[src/rtl/snp_pkg.sv]
`timescale 1ns / 1ps
// ----------------------------------------------------------------------------
// snp_pkg: shared types, constants and functions
// Result codes, register indexes, frame state and the rotating xor check.
// ----------------------------------------------------------------------------
package snp_pkg;

	// configuration registers
	localparam int CFG_IDX_W = 2;
	localparam int CFG_DATA_W = 9;
	localparam logic [CFG_IDX_W-1:0] REG_DIRECTION = 2'd0;
	localparam logic [CFG_IDX_W-1:0] REG_MAX_FRAME = 2'd1;
	localparam logic [CFG_DATA_W-1:0] MAX_FRAME_RST = 9'd258;

	// direction values
	localparam logic DIR_BUILD = 1'b0;
	localparam logic DIR_PARSE = 1'b1;

	// control, length and check bytes around the data
	localparam logic [9:0] FRAME_OVERHEAD = 10'd3;
	// index of the first data byte in a received frame
	localparam logic [9:0] PARSE_DATA_POS = 10'd2;

	// result queue
	localparam int RES_MAX = 3;
	localparam int RES_CNT_W = 2;
	localparam int Q_DEPTH = 4;
	localparam int Q_PTR_W = 2;
	localparam int Q_CNT_W = 3;
	// most results the queue may hold for a new item to enter
	localparam logic [Q_CNT_W-1:0] Q_ACCEPT_MAX = Q_CNT_W'(Q_DEPTH - RES_MAX);

	typedef enum logic [2:0] {
		KIND_CONTROL = 3'd0,
		KIND_LENGTH  = 3'd1,
		KIND_DATA    = 3'd2,
		KIND_BCC     = 3'd3,
		KIND_STATUS  = 3'd4
	} kind_t;

	typedef enum logic [1:0] {
		ST_OK       = 2'd0,
		ST_CAPACITY = 2'd1,
		ST_SHORT    = 2'd2,
		ST_MISMATCH = 2'd3
	} status_t;

	typedef struct packed {
		logic [7:0] byte_out;
		kind_t      kind;
		status_t    status;
		logic       frame_end;
	} res_t;

	typedef struct packed {
		res_t [RES_MAX-1:0]   res;
		logic [RES_CNT_W-1:0] cnt;
	} res_set_t;

	typedef struct packed {
		logic [8:0] position;
		logic [7:0] length_held;
		logic [7:0] acc;
		logic       discarding;
		logic       frame_done;
	} frame_state_t;

	localparam frame_state_t FRAME_CLEAR = '0;

	// xor the byte in, then rotate left by one
	function automatic logic [7:0] bcc_update(input logic [7:0] acc, input logic [7:0] b);
		logic [7:0] x;
		x = acc ^ b;
		return {x[6:0], x[7]};
	endfunction

	function automatic res_t make_res(input logic [7:0] b, input kind_t k,
			input status_t st, input logic fend);
		res_t r;
		r.byte_out  = b;
		r.kind      = k;
		r.status    = st;
		r.frame_end = fend;
		return r;
	endfunction

endpackage

[src/rtl/snp_in_if.sv]
`timescale 1ns / 1ps
// ----------------------------------------------------------------------------
// snp_in_if: input byte channel
// Valid/ready channel carrying one frame byte with its header count and flag.
// ----------------------------------------------------------------------------
interface snp_in_if;
	logic       valid;
	logic       ready;
	logic [7:0] byte_in;
	logic [7:0] data_count;
	logic       last_in;

	modport source (output valid, output byte_in, output data_count, output last_in,
		input ready);
	modport sink (input valid, input byte_in, input data_count, input last_in,
		output ready);
endinterface

[src/rtl/snp_out_if.sv]
`timescale 1ns / 1ps
// ----------------------------------------------------------------------------
// snp_out_if: result channel
// Valid/ready channel carrying one emitted byte with its kind and status.
// ----------------------------------------------------------------------------
interface snp_out_if;
	logic       valid;
	logic       ready;
	logic [7:0] byte_out;
	logic [2:0] kind;
	logic [1:0] status;
	logic       frame_end;

	modport source (output valid, output byte_out, output kind, output status,
		output frame_end, input ready);
	modport sink (input valid, input byte_out, input kind, input status,
		input frame_end, output ready);
endinterface

[src/rtl/snp_cfg_if.sv]
`timescale 1ns / 1ps
// ----------------------------------------------------------------------------
// snp_cfg_if: configuration write channel
// Valid/ready channel carrying a register index and its write data.
// ----------------------------------------------------------------------------
interface snp_cfg_if;
	logic                          valid;
	logic                          ready;
	logic [snp_pkg::CFG_IDX_W-1:0]  index;
	logic [snp_pkg::CFG_DATA_W-1:0] data;

	modport source (output valid, output index, output data, input ready);
	modport sink (input valid, input index, input data, output ready);
endinterface

[src/rtl/snp_frame_codec_core.sv]
`timescale 1ns / 1ps
// ----------------------------------------------------------------------------
// snp_frame_codec_core: serial frame builder and checker
// Builds or parses control, length, data, BCC frames with a rotating xor BCC.
// ----------------------------------------------------------------------------
// A request is taken in every cycle while the four-entry result queue holds at
// most one result and no configuration write is offered; each request is
// handled in the cycle it is taken and its results show on the result channel
// from the next cycle, one per cycle while the result side is ready. Most data
// and parse bytes make one result and, with the result side ready, stream at one
// request per cycle. A build header makes one to three results, and a byte that
// closes a build frame not being discarded or ends a received buffer early makes
// two, so the request after one of two or three results waits as the queue drains.
// Configuration writes are always ready and take effect in the next cycle;
// writing direction drops any frame in progress.
module snp_frame_codec_core (
	input  logic       clk,
	input  logic       arst_n,
	snp_in_if.sink     item,
	snp_out_if.source  result,
	snp_cfg_if.sink    cfg
);

	snp_pkg::frame_state_t          state_q;
	snp_pkg::frame_state_t          state_nxt;
	snp_pkg::res_set_t              rset;
	snp_pkg::res_t                  head;
	logic                           direction_q;
	logic [snp_pkg::CFG_DATA_W-1:0] max_frame_q;
	logic                           room;
	logic                           take;
	logic                           cfg_wr;

	// a configuration write holds off the request channel for its cycle
	assign cfg.ready  = 1'b1;
	assign cfg_wr     = cfg.valid && cfg.ready;
	assign item.ready = room && !cfg.valid;
	assign take       = item.valid && item.ready;

	// per-byte frame logic
	snp_step u_step (
		.cur        (state_q),
		.direction  (direction_q),
		.max_frame  (max_frame_q),
		.byte_in    (item.byte_in),
		.data_count (item.data_count),
		.last_in    (item.last_in),
		.nxt        (state_nxt),
		.rset       (rset)
	);

	// registers and frame state
	always_ff @(posedge clk or negedge arst_n) begin
		if (!arst_n) begin
			direction_q <= snp_pkg::DIR_BUILD;
			max_frame_q <= snp_pkg::MAX_FRAME_RST;
			state_q     <= snp_pkg::FRAME_CLEAR;
		end else if (cfg_wr) begin
			case (cfg.index)
				snp_pkg::REG_DIRECTION: begin
					direction_q <= cfg.data[0];
					state_q     <= snp_pkg::FRAME_CLEAR;
				end
				snp_pkg::REG_MAX_FRAME: begin
					max_frame_q <= cfg.data;
				end
				default: begin
				end
			endcase
		end else if (take) begin
			state_q <= state_nxt;
		end
	end

	// result queue
	snp_res_q u_res_q (
		.clk    (clk),
		.arst_n (arst_n),
		.push   (take && !cfg_wr),
		.rset   (rset),
		.room   (room),
		.valid  (result.valid),
		.ready  (result.ready),
		.head   (head)
	);

	assign result.byte_out  = head.byte_out;
	assign result.kind      = head.kind;
	assign result.status    = head.status;
	assign result.frame_end = head.frame_end;

endmodule

[src/rtl/snp_step.sv]
`timescale 1ns / 1ps
// ----------------------------------------------------------------------------
// snp_step: per-byte frame logic
// From the frame state and one input byte, works out the next state and the
// up to three results that the byte produces, in build or parse direction.
// ----------------------------------------------------------------------------
module snp_step (
	input  snp_pkg::frame_state_t            cur,
	input  logic                             direction,
	input  logic [snp_pkg::CFG_DATA_W-1:0]   max_frame,
	input  logic [7:0]                       byte_in,
	input  logic [7:0]                       data_count,
	input  logic                             last_in,
	output snp_pkg::frame_state_t            nxt,
	output snp_pkg::res_set_t                rset
);

	logic [7:0]  acc_data;
	logic [7:0]  acc_hdr;
	logic [8:0]  pos_inc;
	logic [9:0]  need_len;
	logic [9:0]  data_end;

	// shared arithmetic
	assign acc_data = snp_pkg::bcc_update(cur.acc, byte_in);
	assign acc_hdr  = snp_pkg::bcc_update(snp_pkg::bcc_update(8'd0, byte_in), data_count);
	assign pos_inc  = cur.position + 9'd1;
	assign need_len = snp_pkg::FRAME_OVERHEAD + {2'b00, data_count};
	assign data_end = snp_pkg::PARSE_DATA_POS + {2'b00, cur.length_held};

	// next state and results
	always_comb begin
		nxt      = cur;
		rset.res = '0;
		rset.cnt = '0;
		if (direction == snp_pkg::DIR_BUILD) begin
			if (cur.position == 9'd0) begin
				// header item
				nxt.length_held = data_count;
				if (need_len > {1'b0, max_frame}) begin
					rset.res[0] = snp_pkg::make_res(8'd0, snp_pkg::KIND_STATUS,
						snp_pkg::ST_CAPACITY, 1'b1);
					rset.cnt       = 2'd1;
					nxt.discarding = (data_count != 8'd0);
					nxt.position   = (data_count != 8'd0) ? 9'd1 : 9'd0;
				end else begin
					nxt.discarding = 1'b0;
					nxt.acc        = acc_hdr;
					rset.res[0] = snp_pkg::make_res(byte_in, snp_pkg::KIND_CONTROL,
						snp_pkg::ST_OK, 1'b0);
					rset.res[1] = snp_pkg::make_res(data_count, snp_pkg::KIND_LENGTH,
						snp_pkg::ST_OK, 1'b0);
					if (data_count == 8'd0) begin
						rset.res[2] = snp_pkg::make_res(acc_hdr, snp_pkg::KIND_BCC,
							snp_pkg::ST_OK, 1'b1);
						rset.cnt     = 2'd3;
						nxt.position = 9'd0;
					end else begin
						rset.cnt     = 2'd2;
						nxt.position = 9'd1;
					end
				end
			end else begin
				// data item, dropped while discarding
				if (!cur.discarding) begin
					nxt.acc = acc_data;
					rset.res[0] = snp_pkg::make_res(byte_in, snp_pkg::KIND_DATA,
						snp_pkg::ST_OK, 1'b0);
					rset.cnt = 2'd1;
				end
				nxt.position = pos_inc;
				if (cur.position >= {1'b0, cur.length_held}) begin
					if (!cur.discarding) begin
						rset.res[1] = snp_pkg::make_res(acc_data, snp_pkg::KIND_BCC,
							snp_pkg::ST_OK, 1'b1);
						rset.cnt = 2'd2;
					end
					nxt.position   = 9'd0;
					nxt.discarding = 1'b0;
				end
			end
		end else begin
			if (cur.frame_done) begin
				// skip trailing bytes up to the end of the buffer
				if (last_in) begin
					nxt = snp_pkg::FRAME_CLEAR;
				end
			end else if ({1'b0, cur.position} >= data_end && cur.position >= 9'd2) begin
				// check byte
				rset.res[0] = snp_pkg::make_res(byte_in, snp_pkg::KIND_BCC,
					(byte_in == cur.acc) ? snp_pkg::ST_OK : snp_pkg::ST_MISMATCH, 1'b1);
				rset.cnt = 2'd1;
				if (last_in) begin
					nxt = snp_pkg::FRAME_CLEAR;
				end else begin
					nxt.frame_done = 1'b1;
				end
			end else begin
				// control, length or data byte passes through
				nxt.acc = acc_data;
				if (cur.position == 9'd0) begin
					rset.res[0] = snp_pkg::make_res(byte_in, snp_pkg::KIND_CONTROL,
						snp_pkg::ST_OK, 1'b0);
					nxt.acc      = snp_pkg::bcc_update(8'd0, byte_in);
					nxt.position = 9'd1;
				end else if (cur.position == 9'd1) begin
					rset.res[0] = snp_pkg::make_res(byte_in, snp_pkg::KIND_LENGTH,
						snp_pkg::ST_OK, 1'b0);
					nxt.length_held = byte_in;
					nxt.position    = 9'd2;
				end else begin
					rset.res[0] = snp_pkg::make_res(byte_in, snp_pkg::KIND_DATA,
						snp_pkg::ST_OK, 1'b0);
					nxt.position = pos_inc;
				end
				rset.cnt = 2'd1;
				// buffer ended before the check byte
				if (last_in) begin
					rset.res[1] = snp_pkg::make_res(8'd0, snp_pkg::KIND_STATUS,
						snp_pkg::ST_SHORT, 1'b1);
					rset.cnt = 2'd2;
					nxt      = snp_pkg::FRAME_CLEAR;
				end
			end
		end
	end

endmodule

[src/rtl/snp_res_q.sv]
`timescale 1ns / 1ps
// ----------------------------------------------------------------------------
// snp_res_q: result queue
// Four-entry register queue that takes up to three results in a cycle and
// hands out one per cycle on the result channel while the result side is ready.
// ----------------------------------------------------------------------------
module snp_res_q (
	input  logic                clk,
	input  logic                arst_n,
	input  logic                push,
	input  snp_pkg::res_set_t   rset,
	output logic                room,
	output logic                valid,
	input  logic                ready,
	output snp_pkg::res_t       head
);

	snp_pkg::res_t                 mem_q [snp_pkg::Q_DEPTH];
	logic [snp_pkg::Q_PTR_W-1:0]   wr_q;
	logic [snp_pkg::Q_PTR_W-1:0]   rd_q;
	logic [snp_pkg::Q_CNT_W-1:0]   cnt_q;
	logic [snp_pkg::RES_CNT_W-1:0] push_n;
	logic                          pop;

	assign push_n = push ? rset.cnt : '0;
	assign pop    = valid && ready;
	assign valid  = (cnt_q != '0);
	assign room   = (cnt_q <= snp_pkg::Q_ACCEPT_MAX);
	assign head   = mem_q[rd_q];

	// entry storage
	always_ff @(posedge clk) begin
		for (int k = 0; k < snp_pkg::RES_MAX; k++) begin
			if (snp_pkg::RES_CNT_W'(k) < push_n) begin
				mem_q[wr_q + snp_pkg::Q_PTR_W'(k)] <= rset.res[k];
			end
		end
	end

	// pointers and fill count
	always_ff @(posedge clk or negedge arst_n) begin
		if (!arst_n) begin
			wr_q  <= '0;
			rd_q  <= '0;
			cnt_q <= '0;
		end else begin
			wr_q  <= wr_q + snp_pkg::Q_PTR_W'(push_n);
			rd_q  <= rd_q + snp_pkg::Q_PTR_W'(pop);
			cnt_q <= cnt_q + snp_pkg::Q_CNT_W'(push_n) - snp_pkg::Q_CNT_W'(pop);
		end
	end

endmodule

[src/flat_wrapper.sv]
// flat-port wrapper written by rule: the top's interface ports become plain ports
module snp_frame_codec_core_flat 
  (clk, arst_n, item_valid, item_byte_in, item_data_count, item_last_in, item_ready, result_valid, result_byte_out, result_kind, result_status, result_frame_end, result_ready, cfg_valid, cfg_index, cfg_data, cfg_ready);
  snp_in_if item_i ();
  snp_out_if result_i ();
  snp_cfg_if cfg_i ();
  input  logic clk;
  input  logic arst_n;
  input wire logic [$bits(item_i.valid)-1:0] item_valid;
  input wire logic [$bits(item_i.byte_in)-1:0] item_byte_in;
  input wire logic [$bits(item_i.data_count)-1:0] item_data_count;
  input wire logic [$bits(item_i.last_in)-1:0] item_last_in;
  output wire logic [$bits(item_i.ready)-1:0] item_ready;
  output wire logic [$bits(result_i.valid)-1:0] result_valid;
  output wire logic [$bits(result_i.byte_out)-1:0] result_byte_out;
  output wire logic [$bits(result_i.kind)-1:0] result_kind;
  output wire logic [$bits(result_i.status)-1:0] result_status;
  output wire logic [$bits(result_i.frame_end)-1:0] result_frame_end;
  input wire logic [$bits(result_i.ready)-1:0] result_ready;
  input wire logic [$bits(cfg_i.valid)-1:0] cfg_valid;
  input wire logic [$bits(cfg_i.index)-1:0] cfg_index;
  input wire logic [$bits(cfg_i.data)-1:0] cfg_data;
  output wire logic [$bits(cfg_i.ready)-1:0] cfg_ready;
  assign item_i.valid = item_valid;
  assign item_i.byte_in = item_byte_in;
  assign item_i.data_count = item_data_count;
  assign item_i.last_in = item_last_in;
  assign item_ready = item_i.ready;
  assign result_valid = result_i.valid;
  assign result_byte_out = result_i.byte_out;
  assign result_kind = result_i.kind;
  assign result_status = result_i.status;
  assign result_frame_end = result_i.frame_end;
  assign result_i.ready = result_ready;
  assign cfg_i.valid = cfg_valid;
  assign cfg_i.index = cfg_index;
  assign cfg_i.data = cfg_data;
  assign cfg_ready = cfg_i.ready;
  snp_frame_codec_core u_core (.clk(clk), .arst_n(arst_n), .item(item_i), .result(result_i), .cfg(cfg_i));
endmodule
[config.mk]
export PLATFORM = sky130hd
export DESIGN_NAME = snp_frame_codec_core_flat
export DESIGN_NICKNAME = d
export VERILOG_FILES = /design/src/rtl/snp_pkg.sv /design/src/rtl/snp_in_if.sv /design/src/rtl/snp_out_if.sv /design/src/rtl/snp_cfg_if.sv /design/src/rtl/snp_frame_codec_core.sv /design/src/rtl/snp_step.sv /design/src/rtl/snp_res_q.sv /design/src/flat_wrapper.sv
export SDC_FILE = /design/constraint.sdc
export NUM_CORES = 1
export LEC_CHECK = 0
export ABC_AREA = 1
export BUFFER_PORTS_ARGS = -buffer_cell sky130_fd_sc_hd__buf_2
export CAP_MARGIN = 10
export CORE_AREA = 2 2 116 118
export CTS_CLUSTER_DIAMETER = 30
export DETAILED_ROUTE_END_ITERATION = 7
export DIE_AREA = 0 0 118 120
export GPL_TIMING_DRIVEN = 0
export PLACE_DENSITY = 0.74
export SLEW_MARGIN = 40
export SYNTH_ARGS = -nofsm -noshare
export SYNTH_HDL_FRONTEND = slang
export SYNTH_SLANG_ARGS = --single-unit
[constraint.sdc]
create_clock -name clk -period 3.7 [get_ports clk]
set_clock_uncertainty 0.2 [all_clocks]
set_input_delay 0.185 -clock clk [delete_from_list [all_inputs] [get_ports clk]]
set_output_delay 0.185 -clock clk [all_outputs]
set_load 0.02 [all_outputs]
==> flow_summary.json <==
{
  "grt_pass1_wl_mm": 30.5,
  "final_common_cell": "nand2_1",
  "hp-start": "item_last_in",
  "drive_gt1_share_pct": 15.7,
  "slew_violations": 0,
  "clock_sinks": 100,
  "crit_end": "u_core.u_res_q.mem_q[2][4]",
  "ys_seq_area_share_pct": 37.3,
  "antenna_found_initial": 0,
  "dr.pass1.iters": 6,
  "switchingPower_mw": 2.34,
  "synthTopCellsByArea": "edfxtp_1, dfrtp_1, nand2_1",
  "seq_power_share_pct": 31.1,
  "hpwlAfterDp_mm": 14.8,
  "power_density_nw_per_um2": 622,
  "fin_ws_ns": 0.191,
  "worstRegToRegCells": 20,
  "ys_ff_latch": 100,
  "initial_core_util_pct": 55.1,
  "r2r_slack_ns": 0.23,
  "worst_pin_slew_ns": 0.711,
  "grt_usage_pct": 27.3,
  "final_area_um2": 8200,
  "rsz0062_at_grt": "yes",
  "cp.arrival_ns": 3.47,
  "startpoint": "item_data_count[0]",
  "final_core_util_pct": 63.2,
  "postPlaceCellArea_um2": 7610,
  "cp.required_ns": 3.66,
  "path_clk_slew_ns": 0.07,
  "fillers": 1202,
  "fp.dieW_um": 118,
  "clk_latency_ns": 0.36,
  "io_pins": 50,
  "hold_class": "input port to flip-flop",
  "syn_to_final_growth_pct": 14.7,
  "worstSetupPathType": "input port to flip-flop",
  "synth_cells": 930,
  "rr_endpoint": "u_core.u_res_q.mem_q[2][4]",
  "avgRoutedWirePerCell_um": 16.3,
  "vdd_drop_max_v": 0.000385,
  "synth.top_cell.area_share_pct": 18.5,
  "drc": 0,
  "r2r-start": "u_core.state_q[11]",
  "diodes": 0,
  "setup.worst_path.end_class": "flip-flop",
  "status": "finished, final reports clean",
  "vias": 6655,
  "crit_fanout": 10,
  "min_period_ns": 3.51,
  "leakage_nw": 3.78,
  "avgSynthCellArea_um2": 7.69,
  "fin_cells": 1189,
  "die-area_um2": 14200,
  "yosysWarnings": 0,
  "p_sw_share_pct": 45.9,
  "gp_congestion": 0.978,
  "overflow": 0,
  "htree_num_levels": 3,
  "root_buffer": "clkbuf_16",
  "nets": 1079,
  "dr.first_iter.drc_count": 602,
  "cts_tree": "done",
  "fmax_mhz": 285,
  "syn_nets": 1001,
  "synth.distinct_cells": 53,
  "clock_path_buffers": 2,
  "wl_mm": 19.4,
  "relSlewSlack_pct": 52.1,
  "yosysTopAreaCell": "edfxtp_1",
  "core_region_area_um2": 13000,
  "drt-vias-per-instance": 5.60,
  "dpl.cell_count": 1153,
  "mostFrequentLayoutCells": "nand2_1, inv_1, nor2_1, o21ai_0, a21oi_1",
  "start_kind": "input port",
  "drv_cap": 0,
  "grt_pass1_vias": 6014,
  "power_frac_clock_pct": 18.5,
  "setup_viol_count_final": 0,
  "pwr-share-comb_pct": 50.3,
  "holdPathStages": 4,
  "post-route-period-util_pct": 94.8,
  "fp.dieH_um": 120,
  "ant_nets": 0,
  "p_int_mw": 2.76,
  "finalHoldViolations": 0,
  "syn_area_um2": 7150,
  "place_worst_setup_slack_ns": -0.606,
  "numCtsBuffers": 9,
  "rows": 42,
  "grt_max_degree": 45,
  "io_buffers": 47
}
==> state kept, by name (all words and copies together), names as in the netlist <==
signal and flops:
u_core.u_res_q.wr_q 2, u_core.u_res_q.rd_q 2, u_core.direction_q 1, u_core.state_q 27, u_core.u_res_q.mem_q 56, u_core.u_res_q.cnt_q 3, u_core.max_frame_q 9
==> area by class of cell <==
cell class                      instances  area (um2)  area share, %
Sequential cell                       100        2670           32.5
Tap cell                              176         220           2.68
Clock buffer                            9         225           2.75
Multi-Input combinational cell        677        3970           48.4
Inverter                              125         478           5.83
Timing Repair Buffer                   67         420           5.13
Clock inverter                          7        65.1          0.793
Buffer                                 28         155           1.89
==> layer usage <==
metal | vias to the layer above | wire length [um] | global-route usage (%)
met1 | 3077 | 8410 | 35.3
met2 | 256 | 9570 | 47.0
met5 | - | 0 | 0
li1 | 3278 | - | -
met3 | 44 | 924 | 3.33
met4 | 0 | 493 | 10.2
==> power by group through the flow <==
stage | Clock [mW] | Sequential [mW] | Combinational (mW)
6_report | 0.947 | 1.59 | 2.57
3_5_place_dp | 0 | 1.61 | 2.44
3_3_place_gp | 0 | 1.60 | 2.39
2_1_floorplan | 0 | 1.55 | 1.81
4_1_cts | 0.950 | 1.58 | 2.48
5_1_grt | 0.991 | 1.61 | 2.83
==> cells in the mapped netlist, drive strengths merged <==
library cell / count
nor3b: 1
dfxtp: 12
o31ai: 1
nor2: 107
edfxtp: 44
clkbuf: 14
o41ai: 1
dfrtp: 42
dfstp: 2
o21ai: 80
xnor2: 21
fa: 1
a22oi: 1
o2111ai: 2
o211ai: 40
nor4: 3
nand4: 9
inv: 123
a21oi: 51
nand3b: 1
buf: 14
nand2: 217
or3: 1
nor3: 17
a211oi: 4
xor2: 14
nand3: 46
a22o: 1
and2: 1
o21a: 1
clkinv: 2
ha: 37
mux2: 1
o22ai: 15
a31oi: 2
conb: 1
==> logic make-up (layout without fill, tap and decap cells) <==
logic type,after synthesis,after routing,synth area share (%)
XOR/XNOR,35,35,4.29
buffers and inverters,153,236,8.73
other,1,1,0.0524
adder cells (fa/ha/maj),38,38,6.75
flip-flops,100,100,37.3
multiplexers,1,1,0.157
AND/OR/NAND/NOR,403,403,25.3
AO/OA/AOI/OAI,199,199,17.4
==> repair_timing <==
item / in CTS / in global routing
gates resized for setup: 10 / 21
buffers inserted: 1 / 6
setup endpoints to repair: 46 / 118
pin swaps: 0 / 6
hold endpoints to repair: 53 / 0
hold buffers: 13 / 0
==> how the worst min path moves through the flow <==
stage | to | slack, ns
finish | u_core.state_q[0] | 0.04
global route | u_core.state_q[0] | 0.1
CTS | u_core.state_q[0] | 0.03
detailed placement | u_core.u_res_q.rd_q[1] | 0.03
global placement | u_core.max_frame_q[1] | 0.22
floorplan | u_core.direction_q | -0.31
==> critical path, stage by stage <==
cell	delay (ns)
buf_2	0.13
inv_1	0.12
ha_1	0.24
nor2_1	0.11
nand2_1	0.09
nor3_2	0.17
xor2_1	0.17
inv_1	0.06
ha_1	0.30
nand2_1	0.06
nand2_1	0.04
a21oi_1	0.14
nand3_1	0.15
nand3_2	0.16
nand2_1	0.13
o21ai_4	0.29
buf_4	0.18
nand3_4	0.13
nor2_1	0.17
buf_4	0.21
inv_2	0.07
o211ai_1	0.14
==> per-stage QoR <==
step	hold WS [ns]	power (mW)	TNS [ns]
floorplan	-0.311	3.36	0
global placement	0.223	3.99	-33.16
detailed placement	0.0300	4.04	-30.91
CTS	0.0289	5.01	0
global route	0.0960	5.43	-0.217
finish	0.0393	5.10	0
No activity file was read; power rests on OpenSTA's default activity.
